==> config.mk <==
export PLATFORM = sky130hd
export DESIGN_NAME = jsl_div
export DESIGN_NICKNAME = d
export VERILOG_FILES = /design/src/rtl/jsl_pkg.sv /design/src/rtl/jsl_div.sv
export SDC_FILE = /design/constraint.sdc
export NUM_CORES = 1
export LEC_CHECK = 0
export BUFFER_PORTS_ARGS = -buffer_cell sky130_fd_sc_hd__buf_2
export CAP_MARGIN = 20
export CORE_MARGIN = 2
export CORE_UTILIZATION = 55
export CTS_CLUSTER_SIZE = 16
export DETAILED_ROUTE_END_ITERATION = 10
export GPL_TIMING_DRIVEN = 0
export PLACE_DENSITY = 0.78
export SLEW_MARGIN = 10
export SYNTH_ARGS = -nofsm -noshare
export SYNTH_HDL_FRONTEND = slang
export SYNTH_SLANG_ARGS = --single-unit
==> constraint.sdc <==
create_clock -name aclk -period 3.8 [get_ports aclk]
set_clock_uncertainty 0.1 [all_clocks]
set_input_delay 0.76 -clock aclk [delete_from_list [all_inputs] [get_ports aclk]]
set_output_delay 0.76 -clock aclk [all_outputs]
set_load 0.1 [all_outputs]
==> src/rtl/jsl_pkg.sv <==
// ----------------------------------------------------------------------------
// jsl_pkg
// Types, register indexes, sequencer states and fixed-point helpers shared by
// the joint stress law block and its arithmetic units.
// ----------------------------------------------------------------------------
`default_nettype none

package jsl_pkg;

    localparam int CFG_W  = 40;
    localparam int CFG_AW = 3;

    localparam logic [CFG_AW-1:0] REG_YOUNG    = 3'd0;
    localparam logic [CFG_AW-1:0] REG_POISSON  = 3'd1;
    localparam logic [CFG_AW-1:0] REG_MAX_COMP = 3'd2;
    localparam logic [CFG_AW-1:0] REG_MAX_TENS = 3'd3;
    localparam logic [CFG_AW-1:0] REG_FRICTION = 3'd4;

    localparam logic [48:0] CAP48     = 49'h1_0000_0000_0000;
    localparam logic [49:0] POS_MAX   = 50'h0_7FFF_FFFF_FFFF;
    localparam logic [49:0] NEG_MAX   = 50'h0_8000_0000_0000;
    localparam logic [15:0] NU_NEG1   = 16'h8000;

    typedef struct packed {
        logic               func;
        logic               in_contact;
        logic signed [31:0] strain_shear_x;
        logic signed [31:0] strain_shear_y;
        logic signed [31:0] strain_normal;
    } in_t;

    typedef struct packed {
        logic signed [47:0] stress_shear_x;
        logic signed [47:0] stress_shear_y;
        logic signed [47:0] stress_normal;
        logic [39:0]        stiff_xx;
        logic [39:0]        stiff_nn;
        logic signed [47:0] stiff_xn;
        logic signed [47:0] stiff_yn;
        logic               is_broken;
        logic               saturated;
    } out_t;

    typedef enum logic [4:0] {
        ST_IDLE, ST_SX, ST_SY, ST_SN, ST_RX, ST_RY, ST_RN, ST_CPL,
        ST_SQX, ST_SQY, ST_SQRT, ST_CHKT, ST_CHKN, ST_MAXF, ST_GDIV,
        ST_FR, ST_QX, ST_FX, ST_QY, ST_FY, ST_DONE
    } state_t;

    typedef struct packed {
        logic        start;
        logic [63:0] a;
        logic [63:0] b;
    } mul_req_t;

    typedef struct packed {
        logic         done;
        logic [127:0] p;
    } mul_rsp_t;

    typedef struct packed {
        logic        start;
        logic [63:0] n;
        logic [63:0] d;
    } div_req_t;

    typedef struct packed {
        logic        done;
        logic [63:0] q;
    } div_rsp_t;

    typedef struct packed {
        logic        start;
        logic [63:0] v;
    } sqrt_req_t;

    typedef struct packed {
        logic        done;
        logic [31:0] root;
    } sqrt_rsp_t;

    typedef struct packed {
        logic [47:0] val;
        logic        sat;
    } sgn_t;

    // product >> sh, capped at 2^48
    function automatic logic [48:0] sat_shr(input logic [127:0] p, input logic [6:0] sh);
        logic [127:0] r;
        r = p >> sh;
        return (r > {79'd0, CAP48}) ? CAP48 : r[48:0];
    endfunction

    // apply sign to a magnitude, clamping to the 48-bit signed range
    function automatic sgn_t signed_out(input logic neg, input logic [49:0] mag);
        sgn_t o;
        o.sat = 1'b0;
        if (!neg) begin
            if (mag > POS_MAX) begin
                o.val = POS_MAX[47:0];
                o.sat = 1'b1;
            end else begin
                o.val = mag[47:0];
            end
        end else begin
            if (mag > NEG_MAX) begin
                o.val = NEG_MAX[47:0];
                o.sat = 1'b1;
            end else begin
                o.val = 48'd0 - mag[47:0];
            end
        end
        return o;
    endfunction

endpackage

`default_nettype wire

==> src/rtl/jsl_div.sv <==
// ----------------------------------------------------------------------------
// jsl_div
// 64 by 64 bit unsigned restoring divider, one quotient bit per cycle.
// ----------------------------------------------------------------------------
`default_nettype none

module jsl_div (
    input  wire logic              aclk,
    input  wire logic              aresetn,
    input  wire jsl_pkg::div_req_t req,
    output jsl_pkg::div_rsp_t      rsp
);
    import jsl_pkg::*;

    logic        busy_reg, busy_next;
    logic        done_reg, done_next;
    logic [5:0]  cnt_reg, cnt_next;
    logic [63:0] rem_reg, rem_next, quo_reg, quo_next, d_reg, d_next;
    logic [64:0] shifted;
    logic [65:0] diff;

    always_comb begin
        shifted   = {rem_reg, quo_reg[63]};
        diff      = {1'b0, shifted} - {2'b00, d_reg};
        busy_next = busy_reg;
        done_next = 1'b0;
        cnt_next  = cnt_reg;
        rem_next  = rem_reg;
        quo_next  = quo_reg;
        d_next    = d_reg;
        if (req.start) begin
            busy_next = 1'b1;
            cnt_next  = 6'd0;
            rem_next  = 64'd0;
            quo_next  = req.n;
            d_next    = req.d;
        end else if (busy_reg) begin
            if (!diff[65]) begin
                rem_next = diff[63:0];
                quo_next = {quo_reg[62:0], 1'b1};
            end else begin
                rem_next = shifted[63:0];
                quo_next = {quo_reg[62:0], 1'b0};
            end
            cnt_next = cnt_reg + 6'd1;
            if (cnt_reg == 6'd63) begin
                busy_next = 1'b0;
                done_next = 1'b1;
            end
        end
    end

    always_ff @(posedge aclk) begin
        if (!aresetn) begin
            busy_reg <= 1'b0;
            done_reg <= 1'b0;
            cnt_reg  <= 6'd0;
        end else begin
            busy_reg <= busy_next;
            done_reg <= done_next;
            cnt_reg  <= cnt_next;
        end
        rem_reg <= rem_next;
        quo_reg <= quo_next;
        d_reg   <= d_next;
    end

    assign rsp.done = done_reg;
    assign rsp.q    = quo_reg;

endmodule

`default_nettype wire

Word level (Yosys, flattened, before mapping):

Cells that the tools add are included.

* RAM bits: 0
* memory bits (read-only): 0
* word-level logic and storage cells: 22
* register bits after elaboration: 200
* latch bits: 0
* output and inout bits: 65
* bits of input ports: 131
* memories kept: 0

* reductions and logical operators: 3
* add/subtract/negate cells: 2
* equal/unequal tests: 1
* multiplexer cells: 8
* shift-type cells: 0
* multiply operators: 0
* bitwise operators: 2
* magnitude comparators: 0
* div/mod/pow operators: 0

Operators by type and width (count)
* two-way mux 64 bit: 3
* subtractor 65 x 64 -> 66 bit: 1
* adder 6 x 1 -> 6 bit (second input constant): 1
* == test 6 bit (second input constant): 1
* two-way mux 1 bit: 5
* OR reduction 3 bit: 1
* inverter 1 bit: 2
* nonzero test 2 bit: 1
* OR reduction 2 bit: 1

Logic depth before layout (Yosys ltp):

Gate-level depths: netlist (run 1).

* depth after elaboration: 4
* mapped depth: 16
* gate-level depth less buffers: 15

Least setup slack after synthesis (run 1):

OpenSTA, ideal clock, no wires.

* path kind: register to register
* from: reg quo_reg[63]
* to: reg rem_reg[62]
* setup time: 119 ps
* arrival: 3583 ps
* stages on the path, launching flop included: 16
* data required time: 3581 ps
* path buffers: 0
* clock period less this slack: 3802 ps
* slack: -2 ps
* cell sequence: edfxtp_1 -> inv_1 -> ha_1 -> inv_1 -> fa_1 -> a211oi_1 -> o21bai_1 -> o31a_1 -> o21ai_0 -> a2111oi_0 -> a211oi_2 -> o311a_1 -> o21ai_2 -> a21oi_1 -> xor2_1 -> o21ai_1

* word-level cells in the longest chain between the ends: 2

Ends and longest elaborated chain
* from (decl): line jsl_div.sv:18 `logic [63:0] rem_reg, rem_next, quo_reg, quo_next, d_reg, d_next;`
* from (signal assigned): line jsl_div.sv:64 `quo_reg <= quo_next;`
* subtractor 65 x 64 -> 66 bit: line jsl_div.sv:24 `diff = {1'b0, shifted} - {2'b00, d_reg};`
* two-way mux 64 bit: line jsl_div.sv:38 `if (!diff[65]) begin`
* to (signal assigned): line jsl_div.sv:63 `rem_reg <= rem_next;`
* to (decl): line jsl_div.sv:18

Every way passes these cells.
A chain may end at the register's enable or synchronous reset.

Worst setup path in the final report (run 1):

* from: reg quo_reg[63]
* to: reg rem_reg[56]

The elaborated chain is that of the path after synthesis.

==> results of run 1 <==
-- how the worst min path moves through the flow --
stage / from / to / slack, ps / depth (start not counted)
final: req[48] / d_reg[48]$_DFFE_PP_ / 370 / 1
after global routing: req[46] / d_reg[46]$_DFFE_PP_ / 370 / 1
after CTS: req[33] / d_reg[33]$_DFFE_PP_ / 370 / 1
after detailed placement: cnt_reg[5]$_SDFFE_PP0P_ / done_reg$_SDFF_PP0_ / 380 / 2
after global placement: cnt_reg[5]$_SDFFE_PP0P_ / done_reg$_SDFF_PP0_ / 370 / 2
after floorplan: cnt_reg[5]$_SDFFE_PP0P_ / done_reg$_SDFF_PP0_ / 340 / 2
-- timing repair --
item / CTS / global route
pin swaps: 1 / 5
setup buffers: 2 / 5
resized for setup: 4 / 13
setup endpoints to repair: 6 / 53
-- stage by stage --
| stage | setup TNS [ps] | std cells | hold slack [ps] | cell area [sq um] | worst slack, ps |
|---|---|---|---|---|---|
| global route | 0 | 1705 | 365 | 13900 | 25.4 |
| detailed placement | -804 | 1667 | 379 | 13200 | -230 |
| CTS | 0 | 1701 | 367 | 13900 | 31.0 |
| finish | 0 | 1705 | 370 | 13900 | 136 |
| global placement | -58260 | 1666 | 367 | 13100 | -846 |
| floorplan | -1.83 | 1196 | 345 | 11800 | -1.83 |
-- cell usage after synthesis (all sizes together) (8+ instances only) --
master,number,area [sq um]
nand3,14,75.1
buf,17,123
o21bai,18,135
a21o,37,278
and2,8,50.1
xor2,27,236
a31oi,17,134
clkbuf,49,186
mux2,70,788
dfxtp,72,1440
a21oi,124,628
o21a,8,60.1
o21ai,42,214
nand2b,9,56.3
nand4,19,119
nor2,123,462
ha,65,813
xnor2,32,280
nor2b,11,68.8
inv,86,323
mux2i,23,230
nor3,18,95.1
edfxtp,128,3840
nand2,62,233
a211oi,56,425
-- logic make-up after synthesis --
group	after synthesis	synth area share
AO/OA/AOI/OAI	338	0.186
XOR/XNOR	59	0.0438
adder cells (fa/ha/maj)	66	0.0706
buffers and inverters	152	0.0535
flip-flops	200	0.448
multiplexers	93	0.0863
AND/OR/NAND/NOR	288	0.112
-- layout by cell type (no fill, tap or decap), types with 14 or more instances in the layout --
cell type                     n
sky130_fd_sc_hd__nor3_1      17
sky130_fd_sc_hd__buf_2      201
sky130_fd_sc_hd__a21o_1      37
sky130_fd_sc_hd__nand2_1     62
sky130_fd_sc_hd__clkbuf_1    44
sky130_fd_sc_hd__o21bai_1    17
sky130_fd_sc_hd__buf_4       14
sky130_fd_sc_hd__edfxtp_1   128
sky130_fd_sc_hd__inv_1       86
sky130_fd_sc_hd__o21ai_0     38
sky130_fd_sc_hd__mux2_2      70
sky130_fd_sc_hd__a211oi_1    54
sky130_fd_sc_hd__dfxtp_1     72
sky130_fd_sc_hd__xor2_1      27
sky130_fd_sc_hd__nand4_1     19
sky130_fd_sc_hd__nor2_1     123
sky130_fd_sc_hd__a21oi_1    121
sky130_fd_sc_hd__clkbuf_16   17
sky130_fd_sc_hd__mux2i_1     23
sky130_fd_sc_hd__ha_1        65
sky130_fd_sc_hd__xnor2_1     32
-- power breakdown --
part           switching, mW  leakage [nW]  internal (mW)
Clock                  0.984         0.321           1.04
Sequential             0.114          1.86           2.52
Combinational           1.42          3.87          0.659
Total                   2.52          6.05           4.23
-- layer usage --
layer,track usage,vias to the layer above,routed length [um]
met1,0.334,4751,12600
li1,-,4789,-
met3,0.0591,63,2200
met4,0.0958,0,684
met5,0,-,0
met2,0.471,405,15100
-- cell type report --
class | count | area (sq um)
buffer | 65 | 310
clock buffer | 17 | 425
clock inverter | 15 | 234
fill | 1741 | 7100
inverter | 86 | 323
multi-input combinational | 844 | 5940
sequential | 200 | 5290
tap | 275 | 344
timing repair buffer | 203 | 1060
-- worst max-delay path, stage by stage, from the launching register on --
cell,delay [ps]
sky130_fd_sc_hd__edfxtp_1,460
sky130_fd_sc_hd__inv_1,90
sky130_fd_sc_hd__ha_1,170
sky130_fd_sc_hd__inv_1,60
sky130_fd_sc_hd__fa_2,370
sky130_fd_sc_hd__a211oi_2,270
sky130_fd_sc_hd__o21bai_2,140
sky130_fd_sc_hd__o31a_1,290
sky130_fd_sc_hd__nand3_1,150
sky130_fd_sc_hd__a31oi_2,150
sky130_fd_sc_hd__o211ai_2,260
sky130_fd_sc_hd__a31oi_4,190
sky130_fd_sc_hd__a31oi_4,290
sky130_fd_sc_hd__nor3_1,80
sky130_fd_sc_hd__mux2_2,280
sky130_fd_sc_hd__a211oi_1,220
==> results.py, run 1 <==
metrics = {
    "synth": {
        "synth_top_flop_cell": "sky130_fd_sc_hd__edfxtp_1",
        "synth_seq_area_share": 0.448,
        "ys_seq_elements": 200,
        "synth-edff-count": 128,
        "yosys_warnings": 0,
        "synth-async-reset-ratio": 0,
        "mean_instance_size_in_the_synthesized_netlist_sq_um": 9.87,
        "synth_fp_nets": 1393,
        "synth_area_sq_um": 11800,
        "synthCells": 1196,
        "synth.lib_cells_used.distinct": 68,
    },
    "drt": {
        "vias_per_cell": 5.87,
        "postRouteAntennaNets": 0,
        "route.vias.total": 10000,
        "drtPass1Iterations": 6,
        "drt_first_iter_violations": 734,
        "routed_wirelength_um": 30600,
        "routed_wire_length_per_instance_um": 17.9,
        "drc_errors": 0,
    },
    "clock_network": {
        "cts_tree": "done",
        "cts-root-buf": "sky130_fd_sc_hd__clkbuf_16",
        "cts_hold_buffers": 0,
        "clk_path_buf_depth": 2,
        "clkTransAtPathRegs_ps": 90,
        "tritoncts_num_sinks": 200,
        "clock_latency_ps": 460,
        "h-tree-depth": 4,
        "cts-buffers-inserted": 17,
    },
    "global_route": {
        "grt.overflow.total": 0,
        "first_pass_grt_wire_length_um": 48500,
        "grt_start_max_net_pins": 66,
        "grt.total_usage": 0.272,
        "first_global_vias": 9935,
        "grt_antenna_before_repair": 0,
    },
    "worst_setup_path": {
        "crit_type": "flop to flop",
        "crit_path_start_kind": "flop",
        "worst_setup_path_startpoint": "quo_reg[63]$_DFFE_PP_",
        "regToRegSetupSlack_ps": 140,
        "worstReg2RegStart": "quo_reg[63]$_DFFE_PP_",
        "cp.arrival_ps": 3930,
        "worst_setup_path_end_kind": "flop",
        "largest_driver_fanout_on_the_critical_path": 5,
        "data_required_time_of_the_worst_path_ps": 4070,
        "crit_end": "rem_reg[56]$_SDFFE_PP0P_",
        "worst-r2r-cell-count": 15,
        "rr_endpoint": "rem_reg[56]$_SDFFE_PP0P_",
    },
    "sta": {
        "layout_worst_path_cycle_share": 0.964,
        "fin_crit_ps": 3660,
        "timing.max_slew.rel_slack": 0.446,
        "worst-slew-pin-transition_ps": 831,
        "timing.final.setup_violations": 0,
        "drv_slew": 0,
        "clock.fmax_mhz": 273,
        "hold_viol": 0,
        "rsz0062_at_grt": "no",
    },
    "die": {
        "die_area_sq_um": 22600,
        "die_w_um": 150,
        "io_pins": 196,
        "initial_cell_density_of_the_core": 0.561,
        "placement_rows": 53,
        "fp.coreArea_sq_um": 21000,
        "die_outline_height_um": 150,
    },
    "status": {
        "status": "completed",
    },
    "finish": {
        "drive_gt1_frac": 0.243,
        "finish.net_count": 1614,
        "insertedDiodeCount": 0,
        "core_occupancy_in_the_finished_layout": 0.662,
        "flow.area_growth_from_synthesis_pct": 17.9,
    },
    "placed_design": {
        "dpl_wire_length_um": 22400,
        "port-buffer-count": 195,
        "routabilityCongestion": 0.928,
    },
    "job": {
        "cap_violations": 0,
    },
    "power": {
        "power_leakage_nw": 6.05,
        "totalPowerFinal_mw": 6.74,
        "ir_worst_vdd_v": 0.000371,
        "cellPowerDensity_nw_per_um2": 484,
    },
    "worst_hold_path": {
        "hold_class": "input port to flop",
    },
}
Power figures use the tool's default switching activity.
==> inputs of run 2 (changes only) <==
==> constraint.sdc (replaced) <==
create_clock -name aclk -period 4.4 [get_ports aclk]
set_clock_uncertainty 0.1 [all_clocks]
set_input_delay 0.88 -clock aclk [delete_from_list [all_inputs] [get_ports aclk]]
set_output_delay 0.88 -clock aclk [all_outputs]
set_load 0.1 [all_outputs]
==> run 2 against run 1 <==
  * Flip-flop and latch count unchanged
  * Die area unchanged
  * Clock-buffer cell count unchanged
  * Core utilization decreased by 0.51 points
  * Highest routed layer unchanged
==> results.py, run 2 (synthesized netlist as in run 1, its figures left out) <==
metrics = {
    "drt": {
        "drtPass1Iterations": 6,
        "routed_wire_length_per_instance_um": 18.0,
        "route.vias.total": 9923,
        "drc_errors": 0,
        "routed_wirelength_um": 30500,
        "drt_first_iter_violations": 837,
        "vias_per_cell": 5.84,
        "postRouteAntennaNets": 0,
    },
    "die": {
        "fp.coreArea_sq_um": 21000,
        "die_outline_height_um": 150,
        "initial_cell_density_of_the_core": 0.561,
        "die_w_um": 150,
        "placement_rows": 53,
        "die_area_sq_um": 22600,
        "io_pins": 196,
    },
    "worst_setup_path": {
        "worst_setup_path_end_kind": "flop",
        "crit_path_start_kind": "flop",
        "largest_driver_fanout_on_the_critical_path": 3,
        "worstReg2RegStart": "quo_reg[63]$_DFFE_PP_",
        "worst_setup_path_startpoint": "quo_reg[63]$_DFFE_PP_",
        "data_required_time_of_the_worst_path_ps": 4650,
        "cp.arrival_ps": 4390,
        "crit_type": "flop to flop",
    },
    "sta": {
        "fin_setup_tns_ps": 0,
        "fin_crit_ps": 4140,
        "timing.max_slew.rel_slack": 0.448,
        "layout_worst_path_cycle_share": 0.942,
        "hold_viol": 0,
        "worst-slew-pin-transition_ps": 827,
        "timing.final.setup_violations": 0,
        "rsz0062_at_grt": "no",
        "clock.fmax_mhz": 241,
        "drv_slew": 0,
    },
    "placed_design": {
        "port-buffer-count": 195,
        "routabilityCongestion": 0.928,
        "placedCellCount": 1667,
        "placed_cell_area_sq_um": 13200,
        "dpl_wire_length_um": 22400,
    },
    "global_route": {
        "first_global_vias": 9883,
        "grt.overflow.total": 0,
        "grt_start_max_net_pins": 66,
        "grt.total_usage": 0.271,
        "grt_antenna_before_repair": 0,
        "first_pass_grt_wire_length_um": 48400,
    },
    "clock_network": {
        "postCtsResizedCells": 0,
        "clock_latency_ps": 460,
        "count_of_buffers_added_by_post_cts_timing_repair_for_setup": 0,
        "cts_tree": "done",
        "clkTransAtPathRegs_ps": 90,
        "clk_path_buf_depth": 2,
        "cts_hold_buffers": 0,
        "tritoncts_num_sinks": 200,
        "cts-root-buf": "sky130_fd_sc_hd__clkbuf_16",
        "cts-buffers-inserted": 17,
        "h-tree-depth": 4,
    },
    "power": {
        "power_leakage_nw": 6.00,
        "cellPowerDensity_nw_per_um2": 420,
        "ir_worst_vdd_v": 0.000320,
    },
    "finish": {
        "layout_common_cells": "sky130_fd_sc_hd__buf_2, sky130_fd_sc_hd__edfxtp_1, sky130_fd_sc_hd__nor2_1",
        "insertedDiodeCount": 0,
        "layout_commonest_cell": "sky130_fd_sc_hd__buf_2",
        "drive_gt1_frac": 0.232,
        "flow.area_growth_from_synthesis_pct": 17.0,
        "design_area_sq_um": 13800,
        "finish.net_count": 1608,
        "stdcell_count": 1699,
    },
    "status": {
        "status": "completed",
    },
    "job": {
        "cap_violations": 0,
    },
    "worst_hold_path": {
        "hold_class": "flop to flop",
        "worst_hold_path_startpoint": "cnt_reg[5]$_SDFFE_PP0P_",
    },
}
run 2: changes by cell type in the layout (fill, tap and decap cells not counted), moves of 2 or more:
cell                       previous run  this run
sky130_fd_sc_hd__buf_4               14         6
sky130_fd_sc_hd__clkbuf_1            44        47
sky130_fd_sc_hd__clkbuf_2             4         2
sky130_fd_sc_hd__a31oi_4              3         1
run 2: final cells by class:
class	instances	area [sq um]
Tap cell	275	344
Sequential cell	200	5290
Multi-Input combinational cell	844	5890
Inverter	86	323
Fill cell	1753	7210
Clock buffer	17	425
Timing Repair Buffer	196	1010
Clock inverter	15	234
Buffer	66	309
run 2: through the flow:
stage | hold WS [ps] | setup WS [ps] | total power, mW | utilization
3_3_place_gp | 367 | -366 | 4.03 | 0.624
5_1_grt | 424 | 63.6 | 6.04 | 0.657
3_5_place_dp | 379 | 370 | 4.06 | 0.626
6_report | 395 | 256 | 5.80 | 0.657
2_1_floorplan | 345 | 598 | 3.66 | -
4_1_cts | 391 | 345 | 5.80 | 0.657
run 2: worst max-delay path, stage by stage, from the launching register on:
cell,delay (ps)
sky130_fd_sc_hd__edfxtp_1,460
sky130_fd_sc_hd__inv_1,90
sky130_fd_sc_hd__ha_1,170
sky130_fd_sc_hd__inv_1,50
sky130_fd_sc_hd__fa_1,420
sky130_fd_sc_hd__a211oi_1,370
sky130_fd_sc_hd__o21bai_1,200
sky130_fd_sc_hd__o31a_1,300
sky130_fd_sc_hd__o21ai_0,400
sky130_fd_sc_hd__a2111oi_0,220
sky130_fd_sc_hd__a211oi_2,400
sky130_fd_sc_hd__o311a_1,300
sky130_fd_sc_hd__o21ai_2,100
sky130_fd_sc_hd__a21oi_1,190
sky130_fd_sc_hd__xor2_1,190
sky130_fd_sc_hd__o21ai_1,70
run 2: report_power, final:
| part | internal (mW) | total, mW | switching [mW] |
|---|---|---|---|
| clock | 0.900 | 1.75 | 0.850 |
| sequential | 2.18 | 2.28 | 0.0987 |
| combinational | 0.554 | 1.77 | 1.22 |
run 2: path summary, 6_finish.rpt:
kind	cells past startpoint	slack [ps]	to
worst min register to register	2	390	done_reg$_SDFF_PP0_
worst min-delay path	2	390	done_reg$_SDFF_PP0_
worst max-delay path	15	260	rem_reg[62]$_SDFFE_PP0P_
worst max register to register	15	260	rem_reg[62]$_SDFFE_PP0P_
run 2: layer usage:
| layer | GRT usage | part of all wire | vias to the layer above |
|---|---|---|---|
| met3 | 0.0597 | 0.072 | 62 |
| met2 | 0.472 | 0.49 | 364 |
| li1 | - | - | 4778 |
| met4 | 0.0901 | 0.022 | 0 |
| met5 | 0 | 0 | - |
| met1 | 0.333 | 0.41 | 4719 |
==> inputs of run 3 (changes only) <==
--- a/config.mk
+++ b/config.mk
@@ -5,6 +5,7 @@
 export SDC_FILE = /design/constraint.sdc
 export NUM_CORES = 1
 export LEC_CHECK = 0
+export ABC_AREA = 1
 export BUFFER_PORTS_ARGS = -buffer_cell sky130_fd_sc_hd__buf_2
 export CAP_MARGIN = 20
 export CORE_MARGIN = 2
@@ -12,7 +13,7 @@
 export CTS_CLUSTER_SIZE = 16
 export DETAILED_ROUTE_END_ITERATION = 10
 export GPL_TIMING_DRIVEN = 0
-export PLACE_DENSITY = 0.78
+export PLACE_DENSITY = 0.77
 export SLEW_MARGIN = 10
 export SYNTH_ARGS = -nofsm -noshare
 export SYNTH_HDL_FRONTEND = slang
==> constraint.sdc (replaced) <==
create_clock -name aclk -period 4.4 [get_ports aclk]
set_clock_uncertainty 0.1 [all_clocks]
set_input_delay 0.88 -clock aclk [delete_from_list [all_inputs] [get_ports aclk]]
set_output_delay 0.88 -clock aclk [all_outputs]
set_load 0.02 [all_outputs]
==> run 3 against run 2 <==
  * Setup slack improved by 1200 ps
  * Combinational power fell by 63%
  * Critical endpoint is now rem_reg[56]$_SDFFE_PP0P_
  * Largest cell class unchanged
  * Total power down 21%
  * Flip-flop and latch count unchanged
  * Register-to-register slack gained 1200 ps
  * Wire length rose by 52%
  * Clock power barely moved
==> results.py, run 3 <==
metrics = {
    "sta": {
        "hold_viol": 0,
        "clock.fmax_mhz": 340,
        "worst-slew-pin-transition_ps": 701,
        "rsz0062_at_grt": "no",
        "drv_slew": 0,
        "timing.final.setup_violations": 0,
        "fin_crit_ps": 2940,
        "layout_worst_path_cycle_share": 0.668,
        "finalWorstSetupSlack_ps": 1460,
        "timing.max_slew.rel_slack": 0.533,
    },
    "drt": {
        "drt_first_iter_violations": 1544,
        "drtPass1Iterations": 8,
        "routed_wire_length_per_instance_um": 16.9,
        "routed_wirelength_um": 46300,
        "postRouteAntennaNets": 0,
        "vias_per_cell": 5.20,
        "route.vias.total": 14200,
        "drc_errors": 0,
    },
    "finish": {
        "layout_commonest_cell": "sky130_fd_sc_hd__nand2_1",
        "layout_common_cells": "sky130_fd_sc_hd__nand2_1, sky130_fd_sc_hd__inv_1, sky130_fd_sc_hd__buf_2",
        "combined_flip_flop_and_latch_cell_area_sq_um": 5290,
        "drive_gt1_frac": 0.119,
        "core_occupancy_in_the_finished_layout": 0.646,
        "design_area_sq_um": 16300,
        "insertedDiodeCount": 0,
        "area_of_the_multi_input_gates_sq_um": 6980,
        "finish.net_count": 2594,
        "flow.area_growth_from_synthesis_pct": 14.8,
        "nFillCells": 2462,
    },
    "synth": {
        "yosys_warnings": 0,
        "synth.lib_cells_used.distinct": 40,
        "synth_fp_nets": 2377,
        "mean_instance_size_in_the_synthesized_netlist_sq_um": 6.52,
        "synthTopCellsByCount": "sky130_fd_sc_hd__nand2_1, sky130_fd_sc_hd__inv_1, sky130_fd_sc_hd__nand3_1",
        "synthCells": 2180,
        "netlist.area_leader.share": 0.270,
        "synth-edff-count": 128,
        "netlist_top_cells_area": "sky130_fd_sc_hd__edfxtp_1, sky130_fd_sc_hd__nand2_1, sky130_fd_sc_hd__inv_1",
        "netlist.top_cell.by_area": "sky130_fd_sc_hd__edfxtp_1",
        "synth-async-reset-ratio": 0,
        "synth_area_sq_um": 14200,
        "yosys.cell_count.top_type": "sky130_fd_sc_hd__nand2_1",
        "synth_top_flop_cell": "sky130_fd_sc_hd__edfxtp_1",
        "synth_seq_area_share": 0.372,
        "ys_seq_elements": 200,
    },
    "worst_setup_path": {
        "worstReg2RegStart": "rem_reg[40]$_SDFFE_PP0P_",
        "crit_type": "flop to flop",
        "regToRegSetupSlack_ps": 1460,
        "largest_driver_fanout_on_the_critical_path": 10,
        "worst-r2r-cell-count": 13,
        "crit_path_start_kind": "flop",
        "cp.arrival_ps": 3200,
        "rr_endpoint": "rem_reg[56]$_SDFFE_PP0P_",
        "worst_setup_path_startpoint": "rem_reg[40]$_SDFFE_PP0P_",
        "crit_end": "rem_reg[56]$_SDFFE_PP0P_",
        "worst_setup_path_end_kind": "flop",
        "data_required_time_of_the_worst_path_ps": 4660,
    },
    "global_route": {
        "grt_start_max_net_pins": 61,
        "grt.total_usage": 0.345,
        "grt_antenna_before_repair": 0,
        "first_global_vias": 13500,
        "first_pass_grt_wire_length_um": 70800,
        "grt.overflow.total": 0,
    },
    "power": {
        "totalPowerFinal_mw": 4.60,
        "power_leakage_nw": 9.10,
        "cellPowerDensity_nw_per_um2": 282,
        "ir_worst_vdd_v": 0.000319,
    },
    "placed_design": {
        "preCtsSetupSlack_ps": 1130,
        "routabilityCongestion": 1.02,
        "port-buffer-count": 195,
        "dpl_wire_length_um": 37400,
        "placed_cell_area_sq_um": 15700,
    },
    "job": {
        "cap_violations": 0,
    },
    "die": {
        "die_area_sq_um": 27100,
        "fp.coreArea_sq_um": 25300,
        "die_w_um": 165,
        "initial_cell_density_of_the_core": 0.563,
        "die_outline_height_um": 165,
        "io_pins": 196,
        "placement_rows": 58,
    },
    "clock_network": {
        "clkTransAtPathRegs_ps": 110,
        "cts-buffers-inserted": 17,
        "postCtsResizedCells": 0,
        "cts-root-buf": "sky130_fd_sc_hd__clkbuf_16",
        "clk_path_buf_depth": 2,
        "cts_tree": "done",
        "tritoncts_num_sinks": 200,
        "cts_hold_buffers": 0,
        "clock_latency_ps": 470,
        "h-tree-depth": 4,
        "count_of_buffers_added_by_post_cts_timing_repair_for_setup": 0,
    },
    "status": {
        "status": "completed",
    },
    "worst_hold_path": {
        "hold_class": "flop to flop",
    },
}
-- run 3: changes by cell type after synthesis, moves of 55 or more --
| cell | previous run | this run |
|---|---|---|
| sky130_fd_sc_hd__a21oi_1 | 122 | 60 |
| sky130_fd_sc_hd__inv_1 | 86 | 442 |
| sky130_fd_sc_hd__nand2_1 | 62 | 914 |
| sky130_fd_sc_hd__mux2_2 | 70 | 0 |
| sky130_fd_sc_hd__nand3_1 | 13 | 161 |
| sky130_fd_sc_hd__a211oi_1 | 55 | 0 |
-- run 3: worst min-delay path by stage --
| stage | cells after the start | to | from | slack [ps] |
|---|---|---|---|---|
| 5_1_grt | 2 | rem_reg[33]$_SDFFE_PP0P_ | rem_reg[33]$_SDFFE_PP0P_ | 390 |
| 6_report | 2 | rem_reg[49]$_SDFFE_PP0P_ | rem_reg[49]$_SDFFE_PP0P_ | 380 |
| 3_3_place_gp | 2 | rem_reg[21]$_SDFFE_PP0P_ | rem_reg[21]$_SDFFE_PP0P_ | 350 |
| 3_5_place_dp | 2 | rem_reg[33]$_SDFFE_PP0P_ | rem_reg[33]$_SDFFE_PP0P_ | 370 |
| 2_1_floorplan | 2 | rem_reg[21]$_SDFFE_PP0P_ | rem_reg[21]$_SDFFE_PP0P_ | 340 |
| 4_1_cts | 2 | rem_reg[59]$_SDFFE_PP0P_ | rem_reg[59]$_SDFFE_PP0P_ | 380 |
-- run 3: metal layers --
metal	routed length [um]	vias to the layer above	part of all wire	global-route usage
met1	20000	6490	0.43	0.461
met5	0	-	0	0
li1	-	7095	-	-
met3	4100	82	0.088	0.0608
met4	1230	0	0.027	0.113
met2	21000	571	0.45	0.570
-- run 3: worst max-delay path: stages, from the launching register on --
cell	delay (ps)
sky130_fd_sc_hd__dfxtp_1	370
sky130_fd_sc_hd__ha_1	490
sky130_fd_sc_hd__nand2_1	180
sky130_fd_sc_hd__nor2_2	250
sky130_fd_sc_hd__nand2_2	150
sky130_fd_sc_hd__nor2_4	150
sky130_fd_sc_hd__inv_2	70
sky130_fd_sc_hd__nor3_4	110
sky130_fd_sc_hd__nand2_2	120
sky130_fd_sc_hd__nand2_4	170
sky130_fd_sc_hd__buf_4	280
sky130_fd_sc_hd__nand3_1	210
sky130_fd_sc_hd__nand2_1	110
sky130_fd_sc_hd__nand2_1	50
-- run 3: final cells by class --
| type | count | share of cell area |
|---|---|---|
| Buffer | 47 | 0.0166 |
| Timing Repair Buffer | 198 | 0.0636 |
| Clock buffer | 17 | 0.0261 |
| Sequential cell | 200 | 0.324 |
| Multi-Input combinational cell | 1484 | 0.428 |
| Clock inverter | 15 | 0.0137 |
| Inverter | 449 | 0.103 |
| Tap cell | 330 | 0.0253 |
-- run 3: where the power goes --
| group | total [mW] | internal (mW) | leakage, nW | switching [mW] |
|---|---|---|---|---|
| Combinational | 0.648 | 0.212 | 6.92 | 0.436 |
| Clock | 1.77 | 0.816 | 0.313 | 0.953 |
| Sequential | 2.18 | 2.13 | 1.86 | 0.0540 |
| Total | 4.60 | 3.16 | 9.10 | 1.44 |
-- run 3: cells by family after synthesis --
kind of cell    after synthesis  synth area share
flops                       200             0.372
xor+xnor                     31            0.0191
compound gates              118            0.0448
buf+inv                     496             0.137
simple gates               1269             0.368
fa+ha+maj                    66            0.0586
-- run 3: metrics by stage --
stage	instances	hold slack, ps	setup TNS (ps)
3_3_place_gp	2705	354	-128200
4_1_cts	2740	381	0
3_5_place_dp	2708	365	0
5_1_grt	2740	392	0
6_report	2740	380	0
2_1_floorplan	2180	344	0
